[src/hdl/nsv_pkg.sv]
// Package for the sentence validator: codes, character constants, body tracking types
// and the per-character update functions used by the top level.
// No dependencies.
package nsv_pkg;

    localparam int MAX_BODY_LEN = 255;
    // Length counter holds MAX_BODY_LEN + 1 to flag an over-long body
    localparam int LEN_W = $clog2(MAX_BODY_LEN + 2);
    localparam int SAT_W = (LEN_W > 9) ? LEN_W : 9;

    localparam logic [7:0] CH_DOLLAR = 8'h24;
    localparam logic [7:0] CH_STAR   = 8'h2A;
    localparam logic [7:0] CH_COMMA  = 8'h2C;
    localparam logic [7:0] CH_CR     = 8'h0D;
    localparam logic [7:0] CH_LF     = 8'h0A;
    localparam logic [7:0] CH_TAB    = 8'h09;
    localparam logic [7:0] CH_SPACE  = 8'h20;
    localparam logic [31:0] NAME_PTNL = "PTNL";

    localparam logic [3:0] ST_OK          = 4'd0;
    localparam logic [3:0] ST_NO_DOLLAR   = 4'd1;
    localparam logic [3:0] ST_CK_BAD      = 4'd2;
    localparam logic [3:0] ST_CK_MISMATCH = 4'd3;
    localparam logic [3:0] ST_CK_MISSING  = 4'd4;
    localparam logic [3:0] ST_NO_NAME     = 4'd5;
    localparam logic [3:0] ST_EMPTY       = 4'd6;
    localparam logic [3:0] ST_BAD_NAME    = 4'd7;
    localparam logic [3:0] ST_SHORT_NAME  = 4'd8;
    localparam logic [3:0] ST_BAD_FIELD   = 4'd9;
    localparam logic [3:0] ST_TOO_LONG    = 4'd10;

    typedef struct packed {
        logic [LEN_W-1:0] len;
        logic [LEN_W-1:0] c1;
        logic [LEN_W-1:0] c2;
        logic [7:0]       xr;
        logic [3:0][7:0]  head;
        logic [7:0]       commas;
        logic             has_c1;
        logic             has_c2;
        logic             nonalpha01;
        logic             nonalpha_mid;
        logic             nonalnum;
        logic             nonalpha_c1c2;
        logic             badp1;
        logic             badp2;
    } t_body;

    typedef struct packed {
        logic       in_sentence;
        logic       star_seen;
        logic [7:0] hex_acc;
        logic [1:0] hex_flags;
        t_body      body;
        t_body      snap;
    } t_trk;

    typedef struct packed {
        logic [3:0] status;
        logic [7:0] computed_checksum;
        logic [7:0] received_checksum;
        logic       checksum_present;
        logic [7:0] field_count;
        logic [7:0] name_length;
        logic       talker_stripped;
    } t_verdict;

    function automatic logic is_alpha(logic [7:0] c);
        return (c inside {[8'h41:8'h5A]}) || (c inside {[8'h61:8'h7A]});
    endfunction

    function automatic logic is_digit(logic [7:0] c);
        return c inside {[8'h30:8'h39]};
    endfunction

    function automatic logic is_alnum(logic [7:0] c);
        return is_alpha(c) || is_digit(c);
    endfunction

    function automatic logic param_ok(logic [7:0] c);
        return is_alnum(c) || (c inside {8'h2B, 8'h2D, 8'h2E, CH_COMMA});
    endfunction

    // Bit 4 set marks a non-hex character
    function automatic logic [4:0] hex_value(logic [7:0] c);
        logic [4:0] v;
        v = 5'h10;
        if (is_digit(c)) begin
            v = 5'(c - 8'h30);
        end else if (c inside {[8'h61:8'h66]}) begin
            v = 5'(c - 8'h57);
        end else if (c inside {[8'h41:8'h46]}) begin
            v = 5'(c - 8'h37);
        end
        return v;
    endfunction

    function automatic logic [7:0] sat8(logic [SAT_W-1:0] v);
        return (v > SAT_W'(255)) ? 8'hFF : v[7:0];
    endfunction

    function automatic t_body body_add(t_body b, logic [7:0] c);
        t_body r;
        logic [LEN_W-1:0] p;
        r = b;
        p = b.len;
        if (b.len <= LEN_W'(MAX_BODY_LEN)) begin
            r.len = b.len + LEN_W'(1);
            if (r.len <= LEN_W'(MAX_BODY_LEN)) begin
                r.xr = b.xr ^ c;
                if (p < LEN_W'(4)) begin
                    r.head[p[1:0]] = c;
                end
                if (!b.has_c1) begin
                    if (c == CH_COMMA) begin
                        r.has_c1 = 1'b1;
                        r.c1     = p;
                    end else begin
                        if (!is_alnum(c)) r.nonalnum = 1'b1;
                        if (!is_alpha(c)) begin
                            if (p < LEN_W'(2)) r.nonalpha01 = 1'b1;
                            else r.nonalpha_mid = 1'b1;
                        end
                    end
                end else begin
                    if (c == CH_COMMA && b.commas != 8'hFF) r.commas = b.commas + 8'd1;
                    if (!param_ok(c)) r.badp1 = 1'b1;
                    if (!b.has_c2) begin
                        if (c == CH_COMMA) begin
                            r.has_c2 = 1'b1;
                            r.c2     = p;
                        end else if (!is_alpha(c)) begin
                            r.nonalpha_c1c2 = 1'b1;
                        end
                    end else if (!param_ok(c)) begin
                        r.badp2 = 1'b1;
                    end
                end
            end
        end
        return r;
    endfunction

    function automatic t_trk commit_char(t_trk s, logic [7:0] c);
        t_trk r;
        logic [4:0] v;
        r = s;
        v = hex_value(c);
        if (c == CH_DOLLAR) begin
            r.in_sentence = 1'b1;
            r.body        = '0;
            r.star_seen   = 1'b0;
            r.hex_acc     = '0;
            r.hex_flags   = '0;
        end else if (s.in_sentence) begin
            if (c == CH_STAR) begin
                r.snap      = s.body;
                r.star_seen = 1'b1;
                r.hex_acc   = '0;
                r.hex_flags = '0;
            end else if (s.star_seen) begin
                if (v[4]) begin
                    r.hex_flags[0] = 1'b1;
                end else begin
                    r.hex_acc      = {s.hex_acc[3:0], v[3:0]};
                    r.hex_flags[1] = 1'b1;
                end
            end
            r.body = body_add(s.body, c);
        end
        return r;
    endfunction

endpackage

[src/hdl/nsv_if.sv]
// Stream interfaces for the sentence validator: raw text beats in, verdict beats out.
// No dependencies.
interface nsv_in_if;
    logic       valid;
    logic       ready;
    logic [7:0] text_byte;
    logic       end_of_text;

    modport source (output valid, text_byte, end_of_text, input ready);
    modport sink (input valid, text_byte, end_of_text, output ready);
endinterface

interface nsv_out_if;
    logic       valid;
    logic       ready;
    logic [3:0] status;
    logic [7:0] computed_checksum;
    logic [7:0] received_checksum;
    logic       checksum_present;
    logic [7:0] field_count;
    logic [7:0] name_length;
    logic       talker_stripped;

    modport source (output valid, status, computed_checksum, received_checksum,
                    checksum_present, field_count, name_length, talker_stripped,
                    input ready);
    modport sink (input valid, status, computed_checksum, received_checksum,
                  checksum_present, field_count, name_length, talker_stripped,
                  output ready);
endinterface

[src/hdl/nsv_eval.sv]
// Verdict logic: turns the captured state of a closed line into status and fields.
// Depends on nsv_pkg.
module nsv_eval
    import nsv_pkg::*;
(
    input  t_trk     i_trk,
    input  logic     i_allow_missing,
    output t_verdict o_verdict
);

    t_body            b;
    logic             done;
    logic             talker;
    logic             valid_name;
    logic             badp;
    logic [SAT_W-1:0] name_len;
    logic [SAT_W-1:0] count;

    always_comb begin
        o_verdict  = '0;
        done       = 1'b0;
        talker     = 1'b0;
        valid_name = 1'b1;
        badp       = 1'b0;
        name_len   = '0;
        count      = '0;
        b          = i_trk.star_seen ? i_trk.snap : i_trk.body;

        if (!i_trk.in_sentence) begin
            o_verdict.status = ST_NO_DOLLAR;
            done = 1'b1;
        end else if (i_trk.body.len > LEN_W'(MAX_BODY_LEN)) begin
            o_verdict.status = ST_TOO_LONG;
            done = 1'b1;
        end else begin
            o_verdict.computed_checksum = b.xr;
            o_verdict.checksum_present  = i_trk.star_seen;
            if (i_trk.star_seen) begin
                o_verdict.received_checksum = i_trk.hex_acc;
                if (i_trk.hex_flags[0]) begin
                    o_verdict.status = ST_CK_BAD;
                    done = 1'b1;
                end else if (i_trk.hex_acc != b.xr) begin
                    o_verdict.status = ST_CK_MISMATCH;
                    done = 1'b1;
                end
            end else if (!i_allow_missing) begin
                o_verdict.status = ST_CK_MISSING;
                done = 1'b1;
            end
        end

        talker = b.head[0] == 8'h47 &&
                 (b.head[1] inside {8'h41, 8'h42, 8'h49, 8'h4C, 8'h4E, 8'h50, 8'h51});

        if (!done) begin
            if (!b.has_c1) begin
                if (b.len == '0) begin
                    o_verdict.status = ST_EMPTY;
                    done = 1'b1;
                end else if (b.nonalnum) begin
                    o_verdict.status = ST_BAD_NAME;
                    done = 1'b1;
                end else if (b.len < LEN_W'(4)) begin
                    o_verdict.status = ST_SHORT_NAME;
                    done = 1'b1;
                end else begin
                    name_len = SAT_W'(b.len) - SAT_W'(2);
                    count    = SAT_W'(1);
                end
            end else if (b.c1 == '0) begin
                o_verdict.status = ST_NO_NAME;
                done = 1'b1;
            end else if (b.c1 < LEN_W'(4)) begin
                o_verdict.status = ST_SHORT_NAME;
                done = 1'b1;
            end else if (talker) begin
                name_len   = SAT_W'(b.c1) - SAT_W'(2);
                valid_name = !b.nonalpha_mid;
                badp       = b.badp1;
                count      = SAT_W'(b.commas) + SAT_W'(1);
            end else if (b.c1 == LEN_W'(4) &&
                         {b.head[0], b.head[1], b.head[2], b.head[3]} == NAME_PTNL) begin
                valid_name = !b.nonalpha_c1c2;
                if (b.has_c2) begin
                    name_len = SAT_W'(b.c2);
                    badp     = b.badp2;
                    count    = SAT_W'(b.commas);
                end else begin
                    name_len = SAT_W'(b.len);
                    count    = SAT_W'(1);
                end
            end else begin
                name_len   = SAT_W'(b.c1);
                valid_name = !b.nonalpha01 && !b.nonalpha_mid;
                badp       = b.badp1;
                count      = SAT_W'(b.commas) + SAT_W'(1);
            end
        end

        if (!done) begin
            if (!valid_name) begin
                o_verdict.status = ST_BAD_NAME;
            end else begin
                o_verdict.status          = badp ? ST_BAD_FIELD : ST_OK;
                o_verdict.field_count     = sat8(count);
                o_verdict.name_length     = sat8(name_len);
                o_verdict.talker_stripped = talker;
            end
        end
    end

endmodule

[src/hdl/nmea_sentence_validator.sv]
// Sentence validator top level: line tracking, verdict capture and output register.
// Depends on nsv_pkg, nsv_if (nsv_in_if, nsv_out_if) and nsv_eval.
//
// i_in carries one text byte per beat with an end_of_text flag; o_out carries one
// verdict per non-empty line. Both use valid/ready; a beat moves when both are high.
// i_cfg_wr_en with i_cfg_wr_data writes allow_missing_checksum (reset value 1);
// write it only while no line is in flight.
// Throughput: one byte per cycle while o_out is not stalled. Each byte updates
// the line state register; a held carriage return and the new byte are folded
// in together. The closed line is captured into the event register, then its
// verdict is formed into the output register.
// Reset (i_rst_n low, synchronous) clears the line state, both pipeline stages and
// sets allow_missing_checksum. While o_out is stalled the pipeline holds and i_in
// ready drops only if the output register is full.
module nmea_sentence_validator
    import nsv_pkg::*;
(
    input  logic          i_clk,
    input  logic          i_rst_n,
    nsv_in_if.sink        i_in,
    nsv_out_if.source     o_out,
    input  logic          i_cfg_wr_en,
    input  logic          i_cfg_wr_data
);

    logic     r_allow;
    t_trk     r_trk, n_trk;
    logic     r_pend, n_pend;
    logic     r_nonempty, n_nonempty;
    t_trk     r_ev;
    logic     r_ev_valid, n_ev_valid;
    t_verdict r_out;
    logic     r_out_valid;

    t_trk     w_upd;
    t_verdict w_verdict;
    logic     w_advance;
    logic     w_accept;
    logic     w_close;

    assign w_advance  = !r_out_valid || o_out.ready;
    assign i_in.ready = w_advance;
    assign w_accept   = i_in.valid && w_advance;

    // Fold a held carriage return in before any byte other than a line feed
    always_comb begin
        w_upd      = r_trk;
        n_pend     = r_pend;
        n_nonempty = r_nonempty;
        w_close    = 1'b0;
        n_trk      = r_trk;
        n_ev_valid = 1'b0;
        if (i_in.text_byte == CH_LF) begin
            w_close = 1'b1;
        end else begin
            n_nonempty = 1'b1;
            if (r_pend) begin
                w_upd = commit_char(w_upd, CH_CR);
            end
            n_pend = 1'b0;
            if (i_in.text_byte == CH_CR) begin
                n_pend = 1'b1;
            end else if (i_in.text_byte != CH_SPACE && i_in.text_byte != CH_TAB) begin
                w_upd = commit_char(w_upd, i_in.text_byte);
            end
            w_close = i_in.end_of_text;
        end
        if (w_accept) begin
            if (w_close) begin
                n_ev_valid = n_nonempty;
                n_trk      = '0;
                n_pend     = 1'b0;
                n_nonempty = 1'b0;
            end else begin
                n_trk = w_upd;
            end
        end else begin
            n_pend     = r_pend;
            n_nonempty = r_nonempty;
        end
    end

    always_ff @(posedge i_clk) begin
        if (!i_rst_n) begin
            r_allow     <= 1'b1;
            r_trk       <= '0;
            r_pend      <= 1'b0;
            r_nonempty  <= 1'b0;
            r_ev_valid  <= 1'b0;
            r_out_valid <= 1'b0;
        end else begin
            if (i_cfg_wr_en) begin
                r_allow <= i_cfg_wr_data;
            end
            r_trk      <= n_trk;
            r_pend     <= n_pend;
            r_nonempty <= n_nonempty;
            if (w_advance) begin
                r_ev_valid  <= n_ev_valid;
                r_out_valid <= r_ev_valid;
            end
        end
    end

    // Capture the closed line and the finished verdict
    always_ff @(posedge i_clk) begin
        if (w_accept && w_close) begin
            r_ev <= w_upd;
        end
        if (w_advance && r_ev_valid) begin
            r_out <= w_verdict;
        end
    end

    nsv_eval u_eval (
        .i_trk           (r_ev),
        .i_allow_missing (r_allow),
        .o_verdict       (w_verdict)
    );

    assign o_out.valid             = r_out_valid;
    assign o_out.status            = r_out.status;
    assign o_out.computed_checksum = r_out.computed_checksum;
    assign o_out.received_checksum = r_out.received_checksum;
    assign o_out.checksum_present  = r_out.checksum_present;
    assign o_out.field_count       = r_out.field_count;
    assign o_out.name_length       = r_out.name_length;
    assign o_out.talker_stripped   = r_out.talker_stripped;

endmodule
[src/flat_wrapper.sv]
// flat-port wrapper written by rule: the top's interface ports become plain ports
module nmea_sentence_validator_flat import nsv_pkg::*;
  (i_clk, i_rst_n, i_cfg_wr_en, i_cfg_wr_data, i_in_valid, i_in_text_byte, i_in_end_of_text, i_in_ready, o_out_valid, o_out_status, o_out_computed_checksum, o_out_received_checksum, o_out_checksum_present, o_out_field_count, o_out_name_length, o_out_talker_stripped, o_out_ready);
  nsv_in_if i_in_i ();
  nsv_out_if o_out_i ();
  input  logic i_clk;
  input  logic i_rst_n;
  input  logic i_cfg_wr_en;
  input  logic i_cfg_wr_data;
  input wire logic [$bits(i_in_i.valid)-1:0] i_in_valid;
  input wire logic [$bits(i_in_i.text_byte)-1:0] i_in_text_byte;
  input wire logic [$bits(i_in_i.end_of_text)-1:0] i_in_end_of_text;
  output wire logic [$bits(i_in_i.ready)-1:0] i_in_ready;
  output wire logic [$bits(o_out_i.valid)-1:0] o_out_valid;
  output wire logic [$bits(o_out_i.status)-1:0] o_out_status;
  output wire logic [$bits(o_out_i.computed_checksum)-1:0] o_out_computed_checksum;
  output wire logic [$bits(o_out_i.received_checksum)-1:0] o_out_received_checksum;
  output wire logic [$bits(o_out_i.checksum_present)-1:0] o_out_checksum_present;
  output wire logic [$bits(o_out_i.field_count)-1:0] o_out_field_count;
  output wire logic [$bits(o_out_i.name_length)-1:0] o_out_name_length;
  output wire logic [$bits(o_out_i.talker_stripped)-1:0] o_out_talker_stripped;
  input wire logic [$bits(o_out_i.ready)-1:0] o_out_ready;
  assign i_in_i.valid = i_in_valid;
  assign i_in_i.text_byte = i_in_text_byte;
  assign i_in_i.end_of_text = i_in_end_of_text;
  assign i_in_ready = i_in_i.ready;
  assign o_out_valid = o_out_i.valid;
  assign o_out_status = o_out_i.status;
  assign o_out_computed_checksum = o_out_i.computed_checksum;
  assign o_out_received_checksum = o_out_i.received_checksum;
  assign o_out_checksum_present = o_out_i.checksum_present;
  assign o_out_field_count = o_out_i.field_count;
  assign o_out_name_length = o_out_i.name_length;
  assign o_out_talker_stripped = o_out_i.talker_stripped;
  assign o_out_i.ready = o_out_ready;
  nmea_sentence_validator u_core (.i_clk(i_clk), .i_rst_n(i_rst_n), .i_in(i_in_i), .o_out(o_out_i), .i_cfg_wr_en(i_cfg_wr_en), .i_cfg_wr_data(i_cfg_wr_data));
endmodule
[config.mk]
export PLATFORM = sky130hd
export DESIGN_NAME = nmea_sentence_validator_flat
export DESIGN_NICKNAME = d
export VERILOG_FILES = /design/src/hdl/nsv_pkg.sv /design/src/hdl/nsv_if.sv /design/src/hdl/nsv_eval.sv /design/src/hdl/nmea_sentence_validator.sv /design/src/flat_wrapper.sv
export SDC_FILE = /design/constraint.sdc
export NUM_CORES = 1
export LEC_CHECK = 0
export ABC_AREA = 1
export BUFFER_PORTS_ARGS = -buffer_cell sky130_fd_sc_hd__buf_2
export CAP_MARGIN = 20
export CORE_MARGIN = 3
export CORE_UTILIZATION = 35
export CTS_BUF_LIST = sky130_fd_sc_hd__clkbuf_8
export DETAILED_ROUTE_END_ITERATION = 8
export GPL_TIMING_DRIVEN = 0
export MAX_ROUTING_LAYER = met4
export SKIP_CTS_REPAIR_TIMING = 1
export SLEW_MARGIN = 20
export SYNTH_ARGS = -nofsm -noshare
export SYNTH_HDL_FRONTEND = slang
export SYNTH_SLANG_ARGS = --single-unit
[constraint.sdc]
create_clock -name i_clk -period 32.3 [get_ports i_clk]
set_input_delay 6.46 -clock i_clk [delete_from_list [all_inputs] [get_ports i_clk]]
set_output_delay 6.46 -clock i_clk [all_outputs]
set_load 0.03 [all_outputs]
==> metrics.md <==
| Metric | Value |
|---|---|
| GRT Residual Overflow | `0` |
| Final Instance Area | `approximately 24000 sq um` |
| Post-Syn Nets | `2685` |
| Largest family of logic cells by synthesized area | `simple AND/OR/NAND/NOR gates` |
| DRT Pass-1 Iters | `9` |
| I/O Buffers | `51` |
| Clock sink count | `397` |
| Final Net Count | `about 2800` |
| Critical path launch point type | `input port` |
| Post-synthesis async set-or-reset flop share | `0%` |
| Site row count | `88` |
| Routed wire length | `75.8 mm` |
| Largest net degree at the start of global routing | `31` |
| Distinct cells, synth | `56` |
| Post-Synthesis Cell Area | `about 21000 sq um` |
| Cells after Synth | `roughly 2600` |
| Die span in x | `249 microns` |
| Die Y | `249 microns` |
| Most frequent cells in the layout | `nand2_1 (805), a21oi_1 (245), inv_1 (235)` |
| Avg Cell Area, Syn | `slightly below 8 sq um` |
| Most common cell after layout, fill and taps aside | `nand2_1` |
| Maximum root-to-sink buffer count | `3` |
| Synth Area in Compound Gates | `about 16%` |
| Final hold vios | `0` |
| Worst Tran Pin Value | `around 1.1 ns` |
| DR DRC count | `1` |
| Share of cells above drive strength 1 | `between 10% and 20%` |
| Failing checks | `design-rule violations` |
| Starting Density | `between 30% and 40%` |
| WS Path Type | `in -> out` |
| HP Class | `reg -> reg` |
| Critical Path RT | `25.84 ns` |
| Final Skew | `about 0.041 ns` |
| Worst VDD drop | `approximately 0.029 mV` |
| Area of the core | `58100 sq um` |
| Post-synth top flop | `edfxtp_1` |
| XOR/XNOR share of the synthesized area | `1.30%` |
| Seq/Total Area, Yosys | `just under 50%` |
| Post-DP Area | `between 20000 and 25000 sq um` |
| Status | `complete, but fails checks` |
| Worst Setup End Kind | `output pin` |
| First-pass GRT wire length | `~110 mm` |
| Setup TNS | `0 ns` |
| Vias | `roughly 20000` |
| Latest clock arrival within the worst-skew pair | `between 0.6 and 0.7 ns` |
| Fmax | `approximately 0.074 GHz` |
| Proportion of synthesized area in mux cells | `0.876%` |
| Final period utilization | `between 40% and 50%` |
| CTS root buf | `clkbuf_8` |
| GR Util All Layers | `between 20% and 30%` |
| Fillcell total | `5946` |
| FF+latch count, synth | `a little under 400` |
| Synth Area in Simple Gates | `between 20 and 30%` |
| Mean routed wirelength per cell | `21.0 microns` |
| Area grow syn2layout | `13.7%` |
| TritonCTS clock tree | `done` |
| ANT nets after route | `0` |
| Setup Viol. Count Final | `0` |
| Die area | `62200 sq um` |
| CTS HTree Levels | `3` |
| Static Leak | `about 8.9 nW` |
| Post-synth EDFFs | `~220` |
| Crit-path max FO | `3` |
| Worst-path clk slew | `0.05 ns` |
| Slew Limit Fails | `0` |
| Hpwl dp | `roughly 56 mm` |
| CTS Buf Count | `73` |
| Routability congestion estimate | `roughly 1` |
| RSZ-0062 raised after global routing | `false` |
| Min Tclk post-route | `about 14 ns` |
| Detailed Route Iter0 Violations | `about 2500` |
| Adder-Cell Fraction of Synth Area | `under 10%` |
| Max_cap viols | `0` |
| Initial antenna violation count | `2` |
| Via-per-instance ratio | `between 5 and 6` |
| Vias in the first global route | `18100` |
| Yosys warns | `0` |
| Critical path data arrival time | `between 7 and 8 ns` |
| P per Cell Area | `around 46 nW/um^2` |
| Slew headroom | `between 20% and 30%` |
| Ports | `55` |
final cells by class:
class / instances / area [sq um] / area share, %
timing repair buffer: 60 / 438 / 1.86
sequential: 397 / 10100 / 42.9
tap: 765 / 957 / 4.06
clock inverter: 52 / 279 / 1.18
antenna: 1 / 2.50 / 0.0106
inverter: 220 / 826 / 3.51
buffer: 135 / 562 / 2.39
clock buffer: 82 / 1130 / 4.79
multi-input combinational: 1895 / 9260 / 39.3
worst max-delay path, stage by stage:
cell	delay, ns
buf_2	0.10
nor2_1	0.26
inv_1	0.12
buf_2	0.19
cells in the mapped netlist, drive strengths merged, types with 3 or more instances:
master | n | share of area, %
nand2 | 819 | 15
a21oi | 245 | 5.9
o21ai | 243 | 6.2
edfxtp | 215 | 31
inv | 213 | 3.9
dfxtp | 182 | 18
nor2 | 162 | 3.0
clkbuf | 114 | 2.1
nand3 | 109 | 2.7
or2 | 49 | 1.5
nand4 | 41 | 1.2
nor3 | 28 | 0.78
o211ai | 26 | 0.94
ha | 23 | 1.4
xor2 | 23 | 1.0
a31oi | 21 | 0.63
buf | 21 | 0.65
a21boi | 20 | 0.72
mux2i | 17 | 0.82
nor4 | 13 | 0.39
clkinv | 7 | 0.13
o21a | 7 | 0.25
o22ai | 7 | 0.21
xnor2 | 6 | 0.25
o32ai | 4 | 0.17
a211oi | 3 | 0.11
a22oi | 3 | 0.11
and3 | 3 | 0.091
nand3b | 3 | 0.11
o2111ai | 3 | 0.13
o21bai | 3 | 0.11
cell families after synthesis:
| logic type | Yosys count |
|---|---|
| and+or+nand+nor | 1229 |
| AOI/OAI and AO/OA | 596 |
| DFF | 397 |
| buffers and inverters | 355 |
| xor gates and xnor gates | 29 |
| adders and majority gates | 23 |
| muxes | 18 |
worst paths after layout:
path | to | startpoint | slack (ns) | depth (start not counted)
min reg2reg | u_core.r_trk[25] | u_core.r_trk[25] | 0.46 | 2
max reg2reg | u_core.r_trk[86] | u_core.r_trk[158] | 26.83 | 29
max | i_in_ready | o_out_ready | 18.71 | 4
min | u_core.r_trk[25] | u_core.r_trk[25] | 0.46 | 2
through the flow:
step | power [mW] | hold WS [ns] | util [%] | cells | setup WS [ns]
global route | 1.12 | 0.478 | 40.5 | 3607 | 18.67
finish | 1.08 | 0.462 | 40.5 | 3607 | 18.71
detailed placement | 0.621 | 0.455 | 38.1 | 3472 | 18.71
floorplan | 0.593 | 0.441 | - | 2647 | 15.89
CTS | 1.09 | 0.464 | 40.5 | 3606 | 18.71
global placement | 0.622 | 0.451 | 37.7 | 3463 | 9.11
metal layers:
metal	track usage, %	wire, microns
met5	-	0
met4	9.18	2840
met3	3.74	6630
met2	37.0	33500
met1	32.6	32800
report_power, final:
| group | switching, mW | internal, mW |
|---|---|---|
| clock | 0.228 | 0.243 |
| sequential | 0.00346 | 0.540 |
| combinational | 0.0541 | 0.0147 |
| total | 0.285 | 0.798 |
registers in the layout (all words and copies together) (netlist names):
name / flops
u_core.r_ev: 177
u_core.r_trk: 177
u_core.o_out.computed_checksum: 8
u_core.o_out.field_count: 8
u_core.o_out.name_length: 8
u_core.o_out.received_checksum: 8
u_core.o_out.status: 4
u_core.o_out.checksum_present: 1
u_core.o_out.talker_stripped: 1
u_core.o_out.valid: 1
u_core.r_allow: 1
u_core.r_ev_valid: 1
u_core.r_nonempty: 1
u_core.r_pend: 1
Power figures use the tool's default switching activity.
